[config.mk]
export PLATFORM = sky130hd
export DESIGN_NAME = char_lcd_nibble_queue_sender_core
export DESIGN_NICKNAME = d
export VERILOG_FILES = /design/src/hw/rtl/clnqs_pkg.sv /design/src/hw/rtl/clnqs_expand.sv /design/src/hw/rtl/clnqs_engine.sv /design/src/hw/rtl/char_lcd_nibble_queue_sender_core.sv
export VERILOG_INCLUDE_DIRS = /design/src /design/src/hw/rtl
export SDC_FILE = /design/constraint.sdc
export NUM_CORES = 1
export LEC_CHECK = 0
export BUFFER_PORTS_ARGS = -buffer_cell sky130_fd_sc_hd__buf_4
export CORE_MARGIN = 2
export CORE_UTILIZATION = 50
export CTS_CLUSTER_DIAMETER = 120
export DETAILED_ROUTE_END_ITERATION = 7
export GPL_TIMING_DRIVEN = 0
export PLACE_DENSITY = 0.64
export REMOVE_ABC_BUFFERS = 1
export SLEW_MARGIN = 20
export SYNTH_ARGS = -nofsm -noshare
export SYNTH_HDL_FRONTEND = slang
export SYNTH_SLANG_ARGS = --single-unit
export TNS_END_PERCENT = 50
[constraint.sdc]
create_clock -name clock -period 5.75 [get_ports clock]
set_clock_uncertainty 0.05 [all_clocks]
set_input_delay 0 -clock clock [delete_from_list [all_inputs] [get_ports clock]]
set_output_delay 0 -clock clock [all_outputs]
set_load 0.02 [all_outputs]
[src/hw/rtl/char_lcd_nibble_queue_sender_core_macros.svh]
// Assertion helpers used by the nibble queue sender engine.
`ifndef CHAR_LCD_NIBBLE_QUEUE_SENDER_CORE_MACROS_SVH
`define CHAR_LCD_NIBBLE_QUEUE_SENDER_CORE_MACROS_SVH

// Property that holds at every clock edge outside reset.
`define CLNQS_ASSERT(name, prop, msg) \
   name: assert property (@(posedge clock) disable iff (reset) (prop)) \
      else $error(msg);

// Trigger in this cycle implies the consequence in the next one.
`define CLNQS_ASSERT_NEXT(name, trig, cons, msg) \
   name: assert property (@(posedge clock) disable iff (reset) (trig) |=> (cons)) \
      else $error(msg);

`endif

[src/hw/rtl/clnqs_pkg.sv]
package clnqs_pkg;

   localparam int QUEUE_DEPTH = 32;
   localparam int PTR_W       = $clog2(QUEUE_DEPTH);
   localparam int CNT_W       = $clog2(QUEUE_DEPTH + 1);
   localparam int LEVEL_W     = 6;
   localparam int MAX_BURST   = 14;
   localparam int BURST_W     = $clog2(MAX_BURST + 1);
   localparam int CSR_ADDR_W  = 2;

   // Opcodes
   localparam logic [2:0] OP_TICK     = 3'd0;
   localparam logic [2:0] OP_CHAR     = 3'd1;
   localparam logic [2:0] OP_POSITION = 3'd2;
   localparam logic [2:0] OP_CLEAR    = 3'd3;
   localparam logic [2:0] OP_INIT     = 3'd4;

   // Register indexes
   localparam logic [CSR_ADDR_W-1:0] REG_SHORT_DELAY  = 2'd0;
   localparam logic [CSR_ADDR_W-1:0] REG_MEDIUM_DELAY = 2'd1;
   localparam logic [CSR_ADDR_W-1:0] REG_LONG_DELAY   = 2'd2;

   localparam logic [7:0] SHORT_DELAY_RESET  = 8'd2;
   localparam logic [7:0] MEDIUM_DELAY_RESET = 8'd3;
   localparam logic [7:0] LONG_DELAY_RESET   = 8'd106;

   // Queue entry layout: nibble in [3:0], delay flags, RS on top
   localparam int ENT_SHORT_BIT = 4;
   localparam int ENT_MED_BIT   = 5;
   localparam int ENT_LONG_BIT  = 6;
   localparam int ENT_RS_BIT    = 7;

   localparam logic [7:0] ENT_RS    = 8'h80;
   localparam logic [7:0] ENT_MED   = 8'h20;
   localparam logic [7:0] ENT_SHORT = 8'h10;
   localparam logic [7:0] CMD_LINE0 = 8'h08;
   localparam logic [7:0] CMD_LINE1 = 8'h0C;
   localparam logic [7:0] CLR_HI    = 8'h00;
   localparam logic [7:0] CLR_LO    = 8'h41;

   localparam logic [BURST_W-1:0] LEN_NONE  = BURST_W'(0);
   localparam logic [BURST_W-1:0] LEN_PAIR  = BURST_W'(2);
   localparam logic [BURST_W-1:0] LEN_INIT  = BURST_W'(MAX_BURST);

   typedef struct packed {
      logic                          is_cmd;
      logic [BURST_W-1:0]            len;
      logic [MAX_BURST-1:0][7:0]     entries;
   } burst_type;

   typedef struct packed {
      logic               sent;
      logic               register_select;
      logic [3:0]         data_nibble;
      logic               busy_res;
      logic               dropped;
      logic [LEVEL_W-1:0] queue_level;
   } result_type;

   function automatic logic [7:0] init_entry(input logic [BURST_W-1:0] idx);
      logic [7:0] e;
      case (idx)
         4'd0:    e = 8'h13;
         4'd1:    e = 8'h13;
         4'd2:    e = 8'h13;
         4'd3:    e = 8'h12;
         4'd4:    e = 8'h02;
         4'd5:    e = 8'h18;
         4'd6:    e = 8'h00;
         4'd7:    e = 8'h1C;
         4'd8:    e = 8'h00;
         4'd9:    e = 8'h41;
         4'd10:   e = 8'h00;
         4'd11:   e = 8'h16;
         4'd12:   e = 8'h00;
         4'd13:   e = 8'h41;
         default: e = 8'h00;
      endcase
      return e;
   endfunction

endpackage

[src/hw/rtl/clnqs_expand.sv]
module clnqs_expand
   import clnqs_pkg::*;
(
   input  logic [2:0] opcode,
   input  logic [7:0] character,
   input  logic [3:0] column,
   input  logic       row,
   output burst_type  burst
);

   always_comb begin
      burst.is_cmd  = 1'b0;
      burst.len     = LEN_NONE;
      burst.entries = '0;
      case (opcode)
         OP_CHAR: begin
            burst.is_cmd     = 1'b1;
            burst.len        = LEN_PAIR;
            burst.entries[0] = ENT_RS | {4'd0, character[7:4]};
            burst.entries[1] = ENT_RS | ENT_MED | {4'd0, character[3:0]};
         end
         OP_POSITION: begin
            burst.is_cmd     = 1'b1;
            burst.len        = LEN_PAIR;
            burst.entries[0] = row ? CMD_LINE1 : CMD_LINE0;
            burst.entries[1] = ENT_SHORT | {4'd0, column};
         end
         OP_CLEAR: begin
            burst.is_cmd     = 1'b1;
            burst.len        = LEN_PAIR;
            burst.entries[0] = CLR_HI;
            burst.entries[1] = CLR_LO;
         end
         OP_INIT: begin
            burst.is_cmd = 1'b1;
            burst.len    = LEN_INIT;
            for (int k = 0; k < MAX_BURST; k++) begin
               burst.entries[k] = init_entry(BURST_W'(k));
            end
         end
         default: begin
            burst.is_cmd = 1'b0;
         end
      endcase
   end

endmodule

[src/hw/rtl/clnqs_engine.sv]
`include "char_lcd_nibble_queue_sender_core_macros.svh"

module clnqs_engine
   import clnqs_pkg::*;
(
   input  logic                  clock,
   input  logic                  reset,
   input  logic                  step,
   input  logic [2:0]            opcode,
   input  burst_type             burst,
   input  logic                  csr_we,
   input  logic [CSR_ADDR_W-1:0] csr_addr,
   input  logic [7:0]            csr_wdata,
   output result_type            result
);

   logic [7:0]       entry_ff [QUEUE_DEPTH];
   logic [PTR_W-1:0] rd_ff, rd_in;
   logic [PTR_W-1:0] wr_ff, wr_in;
   logic [CNT_W-1:0] count_ff, count_in;
   logic [7:0]       delay_ff, delay_in;
   logic [7:0]       short_ff, medium_ff, long_ff;

   logic [7:0]       head;
   logic             room, push, pop, drop;
   logic             med_load;
   logic [PTR_W-1:0] slot_off [QUEUE_DEPTH];
   logic             slot_we  [QUEUE_DEPTH];

   assign head = entry_ff[rd_ff];
   assign room = ((CNT_W+1)'(count_ff) + (CNT_W+1)'(burst.len)) <= (CNT_W+1)'(QUEUE_DEPTH);

   always_comb begin
      push     = 1'b0;
      pop      = 1'b0;
      drop     = 1'b0;
      delay_in = delay_ff;
      if (opcode == OP_TICK) begin
         if (delay_ff != 8'd0) begin
            delay_in = delay_ff - 8'd1;
         end else if (count_ff != '0) begin
            pop = 1'b1;
            if (head[ENT_SHORT_BIT]) delay_in = short_ff;
            else if (head[ENT_MED_BIT]) delay_in = medium_ff;
            else if (head[ENT_LONG_BIT]) delay_in = long_ff;
            else delay_in = 8'd0;
         end
      end else if (burst.is_cmd) begin
         if (room) push = 1'b1;
         else drop = 1'b1;
      end
   end

   always_comb begin
      rd_in    = pop ? rd_ff + PTR_W'(1) : rd_ff;
      wr_in    = push ? wr_ff + PTR_W'(burst.len) : wr_ff;
      count_in = count_ff;
      if (pop) count_in = count_ff - CNT_W'(1);
      else if (push) count_in = count_ff + CNT_W'(burst.len);
   end

   // Each slot picks its entry by its offset from the write pointer
   always_comb begin
      for (int s = 0; s < QUEUE_DEPTH; s++) begin
         slot_off[s] = PTR_W'(s) - wr_ff;
         slot_we[s]  = push && (slot_off[s] < PTR_W'(burst.len));
      end
   end

   always_comb begin
      result.sent            = pop;
      result.register_select = pop & head[ENT_RS_BIT];
      result.data_nibble     = pop ? head[3:0] : 4'd0;
      result.busy_res        = delay_in != 8'd0;
      result.dropped         = drop;
      result.queue_level     = LEVEL_W'(count_in);
   end

   always_ff @(posedge clock) begin
      if (reset) begin
         rd_ff    <= '0;
         wr_ff    <= '0;
         count_ff <= '0;
         delay_ff <= '0;
      end else if (step) begin
         rd_ff    <= rd_in;
         wr_ff    <= wr_in;
         count_ff <= count_in;
         delay_ff <= delay_in;
      end
   end

   always_ff @(posedge clock) begin
      for (int s = 0; s < QUEUE_DEPTH; s++) begin
         if (step && slot_we[s]) begin
            entry_ff[s] <= burst.entries[slot_off[s][BURST_W-1:0]];
         end
      end
   end

   always_ff @(posedge clock) begin
      if (reset) begin
         short_ff  <= SHORT_DELAY_RESET;
         medium_ff <= MEDIUM_DELAY_RESET;
         long_ff   <= LONG_DELAY_RESET;
      end else if (csr_we) begin
         case (csr_addr)
            REG_SHORT_DELAY:  short_ff  <= csr_wdata;
            REG_MEDIUM_DELAY: medium_ff <= csr_wdata;
            REG_LONG_DELAY:   long_ff   <= csr_wdata;
            default: begin
            end
         endcase
      end
   end

   assign med_load = step && pop && !head[ENT_SHORT_BIT] && head[ENT_MED_BIT];

   `CLNQS_ASSERT(a_count_bound, count_ff <= CNT_W'(QUEUE_DEPTH), "queue count above depth")
   `CLNQS_ASSERT(a_ptr_gap, PTR_W'(wr_ff - rd_ff) == PTR_W'(count_ff), "pointer gap off count")
   `CLNQS_ASSERT_NEXT(a_drop_hold, step && drop, count_ff == $past(count_ff), "drop moved queue")
   `CLNQS_ASSERT_NEXT(a_send_delay, med_load, delay_ff == medium_ff, "medium delay not loaded")

endmodule

[src/hw/rtl/char_lcd_nibble_queue_sender_core.sv]
// Character-LCD 4-bit nibble sender. Commands on req expand into queue entries
// (two for character, position and clear, fourteen for init); each tick counts
// down the running post-send delay, else strobes the oldest entry if one is queued and
// loads its delay from the csr registers. Every item yields one rsp transfer. An
// item is accepted every cycle while the result register is free or draining; it
// waits in the input register, then the queue update step feeds the result register.
// The 32-entry queue lives in flops and has no clearing pass after reset.
module char_lcd_nibble_queue_sender_core
   import clnqs_pkg::*;
(
   input  logic                  clock,
   input  logic                  reset,
   input  logic                  req_tvalid,
   output logic                  req_tready,
   input  logic [15:0]           req_tdata,  // character[7:0], column[11:8], row[12]
   input  logic [2:0]            req_tuser,  // opcode[2:0]
   output logic                  rsp_tvalid,
   input  logic                  rsp_tready,
   output logic [15:0]           rsp_tdata,  // register_select[0], data_nibble[4:1],
                                             // busy_res[5], dropped[6], queue_level[12:7]
   output logic                  rsp_tuser,  // sent[0]
   input  logic                  csr_we,
   input  logic [CSR_ADDR_W-1:0] csr_addr,
   input  logic [7:0]            csr_wdata
);

   logic       in_valid_ff;
   logic [2:0] opcode_ff;
   logic [7:0] character_ff;
   logic [3:0] column_ff;
   logic       row_ff;
   logic       out_valid_ff;
   result_type out_ff;
   logic       step;
   burst_type  burst;
   result_type result;

   // Advance the held item when the result register is free or drains now
   assign step       = in_valid_ff && (!out_valid_ff || rsp_tready);
   assign req_tready = !in_valid_ff || step;

   always_ff @(posedge clock) begin
      if (reset) begin
         in_valid_ff <= 1'b0;
      end else if (req_tready) begin
         in_valid_ff <= req_tvalid;
      end
   end

   always_ff @(posedge clock) begin
      if (req_tready && req_tvalid) begin
         opcode_ff    <= req_tuser;
         character_ff <= req_tdata[7:0];
         column_ff    <= req_tdata[11:8];
         row_ff       <= req_tdata[12];
      end
   end

   clnqs_expand u_expand (
      .opcode    (opcode_ff),
      .character (character_ff),
      .column    (column_ff),
      .row       (row_ff),
      .burst     (burst)
   );

   clnqs_engine u_engine (
      .clock     (clock),
      .reset     (reset),
      .step      (step),
      .opcode    (opcode_ff),
      .burst     (burst),
      .csr_we    (csr_we),
      .csr_addr  (csr_addr),
      .csr_wdata (csr_wdata),
      .result    (result)
   );

   always_ff @(posedge clock) begin
      if (reset) begin
         out_valid_ff <= 1'b0;
      end else if (step) begin
         out_valid_ff <= 1'b1;
      end else if (rsp_tready) begin
         out_valid_ff <= 1'b0;
      end
   end

   always_ff @(posedge clock) begin
      if (step) begin
         out_ff <= result;
      end
   end

   assign rsp_tvalid = out_valid_ff;
   assign rsp_tuser  = out_ff.sent;
   assign rsp_tdata  = {3'd0, out_ff.queue_level, out_ff.dropped, out_ff.busy_res,
                        out_ff.data_nibble, out_ff.register_select};

endmodule

==> results.md <==
* Width of the die at approximately 170 um
* Ratio of routed vias to standard cells at between 5 and 6
* Switch Pwr at between 1 and 1.5 mW
* Post-detailed-route count of antenna-violating nets at 0
* Part of the total power dissipated in sequential elements at about 48%
* Switching part of the total power at 22.3%
* Critical setup path kind: flip-flop to flip-flop
* DRC errors left at 0
* Hold Crit Class: primary input to flip-flop
* Final period demand of the worst path at 5350 ps
* Clk slew on worst S/H paths at 60 ps
* Total grt overflow at 0
* Total number of yosys warnings at 0
* First-pass GRT wire length at between 40000 and 50000 um
* Largest vdd supply drop at roughly 0.27 mV
* Hold Fails Final Rpt at 0
* Worst setup timing slack at the placement stage at around 260 ps
* Count of buffers from port buffering at 46
* Final clock period utilization by the worst path at between 90% and 100%
* Tightest Pin Transition at 1180 ps
* Cell count after placement at between 1000 and 1500
* Result of the run: finished, final reports clean
* Worst hold stages at 5
* Worst rel slew slack at between 20% and 30%
* Highest Clock Rate at approximately 190 MHz
* Final total negative setup slack at 0 ps
* Initial antenna violation count at 0
* Commonest cells after routing, fill and taps aside: 222 x sky130_fd_sc_hd__edfxtp_1, 132 x sky130_fd_sc_hd__nor2_1, 85 x sky130_fd_sc_hd__nand2_1, 58 x sky130_fd_sc_hd__buf_4, 52 x sky130_fd_sc_hd__a21oi_1
* Initial Util at approximately half
* Smallest setup slack after layout at 398 ps
* Setup violators final at 0
* Number of enable flip-flop cells after synthesis at around 220
* Final weighted congestion of routability-driven global placement at about 0.85
* Endpoint of the most critical setup path: u_engine.entry_ff[31][5]
* Maximum fanout along the worst path at 19
* FF-to-FF End: u_engine.entry_ff[31][5]
* Number of vias after detailed routing at slightly below 9000
* Arrival time of the worst setup path at approximately 5600 ps
* Sequential cell area fraction in the yosys report at 59.4%
* Start of the worst register-to-register path: opcode_ff[0]
* Largest buffer count on any clock path at 3
* Number of core rows at 59
* Flip-flop and latch count after synthesis at ~280
* Root buf cell: sky130_fd_sc_hd__clkbuf_16
* Static power due to leakage at 5.32 nW
* Sort of element at the start of the critical path: flip-flop
* Number of clock sinks seen by CTS at ~280
* Insertion delay of the later-clocked pin in the worst-skew pair at between 500 and 600 ps
* HPWL after detailed placement at approximately 22000 um
* Int Pwr at 3.62 mW
* Layout-stage area growth over the synthesis result at 17.5%
* Boundary Pins at between 50 and 60
* Max-Cap Viols at 0
* Number of cell instances on the worst register-to-register path at 13
* Vias in the first global route at around 8500
* Final #Nets at between 1000 and 1500
* Area of the die at 0.0274 mm^2
* Worst setup path start: opcode_ff[0]
* Post-synthesis cell type count at 68
* CTS Buf Count at 30
* Number of max-slew violations in the final report at 0
* Drt initial violations at a little under 900
* CP endpoint kind: flip-flop
* Finished Layout Cells at between 1000 and 1500
* Portion of total power attributed to combinational logic at around 7.9%
* WL final at 32400 um
* Worst path required time at ~5900 ps
* Area of the mapped netlist at ~0.013 mm^2
* Ratio of total power to cell area at approximately 300 mW/mm^2
* 1st-pass router iterations at 6
* CTS tree: done
* Core Footprint at between 0.02 and 0.03 mm^2
* Final core utilization at between 50 and 60%
* Synth Instances at 1036
* Die Ht at 165 um
* Area post-placement at ~0.014 mm^2
* Average routed wire per standard cell at 22.0 um
* Proportion of register bits with asynchronous set or reset after synthesis at 0%
* Share of power burned in the clock network at 44.4%
* Flop2flop setup slack at 400 ps
* Synth Area per Inst at 12.6 um^2
* Commonest non-fill, non-tap cell in the layout: sky130_fd_sc_hd__edfxtp_1
* ANT cells at 0
* Prevailing post-synth register cell: sky130_fd_sc_hd__edfxtp_1
* GR Util All Layers at about 24%
* Fraction of layout cells with a size suffix above 1 at 18.7%
* Post-route cell area at 0.0153 mm^2
* Pin count of the biggest net entering global routing at a little over 50
* Total number of H-tree levels at 1
* Setup repair after global routing missed its margin: no
metrics by stage:
step / hold slack (ps) / total power [mW]
after floorplan: 19.1 / 2.47
after global placement: 128 / 2.59
after detailed placement: 129 / 2.61
after CTS: 25.8 / 4.68
after global routing: 48.9 / 4.80
final: 38.6 / 4.66
per-layer routing:
metal  part of all wire (%)  wire (um)  track usage (%)
met1                     42      13700             33.8
met2                     46      14800             38.0
met3                    8.3       2680             4.97
met4                    3.4       1100             8.03
met5                   0.19         63             2.27
worst min-delay path by stage:
stage | start | end | slack, ps
final | csr_we | u_engine.short_ff[7] | 40
after global routing | csr_we | u_engine.short_ff[3] | 50
after CTS | csr_we | u_engine.short_ff[7] | 30
after detailed placement | req_tdata[8] | column_ff[0] | 130
after global placement | req_tuser[2] | opcode_ff[2] | 130
after floorplan | reset | u_engine.count_ff[1] | 20
worst max-delay path, stage by stage (launching register included):
cell and delay [ps]:
sky130_fd_sc_hd__edfxtp_1 830, sky130_fd_sc_hd__or3_1 350, sky130_fd_sc_hd__nand2_1 100, sky130_fd_sc_hd__inv_1 180, sky130_fd_sc_hd__ha_1 210, sky130_fd_sc_hd__inv_1 60
sky130_fd_sc_hd__fa_1 570, sky130_fd_sc_hd__nor3b_1 380, sky130_fd_sc_hd__nand3b_1 130, sky130_fd_sc_hd__mux2i_1 240, sky130_fd_sc_hd__o31ai_2 250, sky130_fd_sc_hd__or2_2 490
sky130_fd_sc_hd__nor4b_2 840, sky130_fd_sc_hd__buf_2 350
cell usage after synthesis (7+ instances only):
cell                       count  area [um^2]
sky130_fd_sc_hd__nand3_1      24          120
sky130_fd_sc_hd__ha_1         30          375
sky130_fd_sc_hd__nor2_1      135          507
sky130_fd_sc_hd__o22ai_1      11         68.8
sky130_fd_sc_hd__buf_1         8         30.0
sky130_fd_sc_hd__a21oi_1      52          260
sky130_fd_sc_hd__inv_1        24         90.1
sky130_fd_sc_hd__xnor2_1      19          166
sky130_fd_sc_hd__and2_1        9         56.3
sky130_fd_sc_hd__a211oi_1     12         90.1
sky130_fd_sc_hd__xor2_1        8         70.1
sky130_fd_sc_hd__buf_2        10         50.1
sky130_fd_sc_hd__a22oi_1      19          143
sky130_fd_sc_hd__mux4_2       44          991
sky130_fd_sc_hd__dfxtp_1      54         1080
sky130_fd_sc_hd__mux2i_1      44          440
sky130_fd_sc_hd__and3_1        8         50.1
sky130_fd_sc_hd__o21ai_0      29          145
sky130_fd_sc_hd__a31oi_1       8         50.1
sky130_fd_sc_hd__edfxtp_1    222         6670
sky130_fd_sc_hd__nand2_1      85          319
sky130_fd_sc_hd__clkbuf_1     39          146
sky130_fd_sc_hd__nand3b_1      7         52.6
sky130_fd_sc_hd__nor3b_1      10         75.1
sky130_fd_sc_hd__nor2b_1      12         75.1
sky130_fd_sc_hd__nor3_1       13         65.1
kinds of logic after synthesis:
| logic type | share of synthesized area [%] |
|---|---|
| fa+ha+maj | 3.34 |
| compound gates | 8.57 |
| mux | 11.2 |
| simple gates | 12.1 |
| buf+inv | 3.45 |
| other cells | 0.0288 |
| flops | 59.4 |
| xor+xnor | 1.81 |
flip-flops by register name, indices dropped and copies added (netlist names), named ones only:
name / flops
u_engine.entry_ff: 192
rsp_tdata: 13
character_ff: 8
u_engine.delay_ff: 8
u_engine.long_ff: 8
u_engine.medium_ff: 8
u_engine.short_ff: 8
u_engine.count_ff: 6
u_engine.rd_ff: 5
column_ff: 4
u_engine.wr_ff: 4
opcode_ff: 3
in_valid_ff: 1
row_ff: 1
rsp_tuser: 1
rsp_tvalid: 1
final cells by class:
| class | instances | area [um^2] |
|---|---|---|
| fillers | 2052 | 10500 |
| flip-flops and latches | 276 | 7760 |
| multi-input cells | 665 | 4930 |
| repair buffers | 111 | 1020 |
| clock buffers | 33 | 783 |
| well taps | 335 | 419 |
| clock inverters | 21 | 284 |
| inverters | 29 | 126 |
| repair inverters | 1 | 5.00 |
repair_timing:
action | CTS | global route
endpoints found under the setup margin | 0 | 116
hold endpoints to repair | 70 | 0
resized for setup | 0 | 2
hold buffers | 42 | 0
buffers inserted | 0 | 3
power groups by stage:
stage | clock, mW | combinational (mW) | sequential (mW)
after floorplan | 0 | 0.201 | 2.27
after global placement | 0 | 0.315 | 2.27
after detailed placement | 0 | 0.339 | 2.27
after CTS | 2.09 | 0.362 | 2.22
after global routing | 2.17 | 0.403 | 2.23
final | 2.07 | 0.369 | 2.22
(Power assumes the default switching activity.)
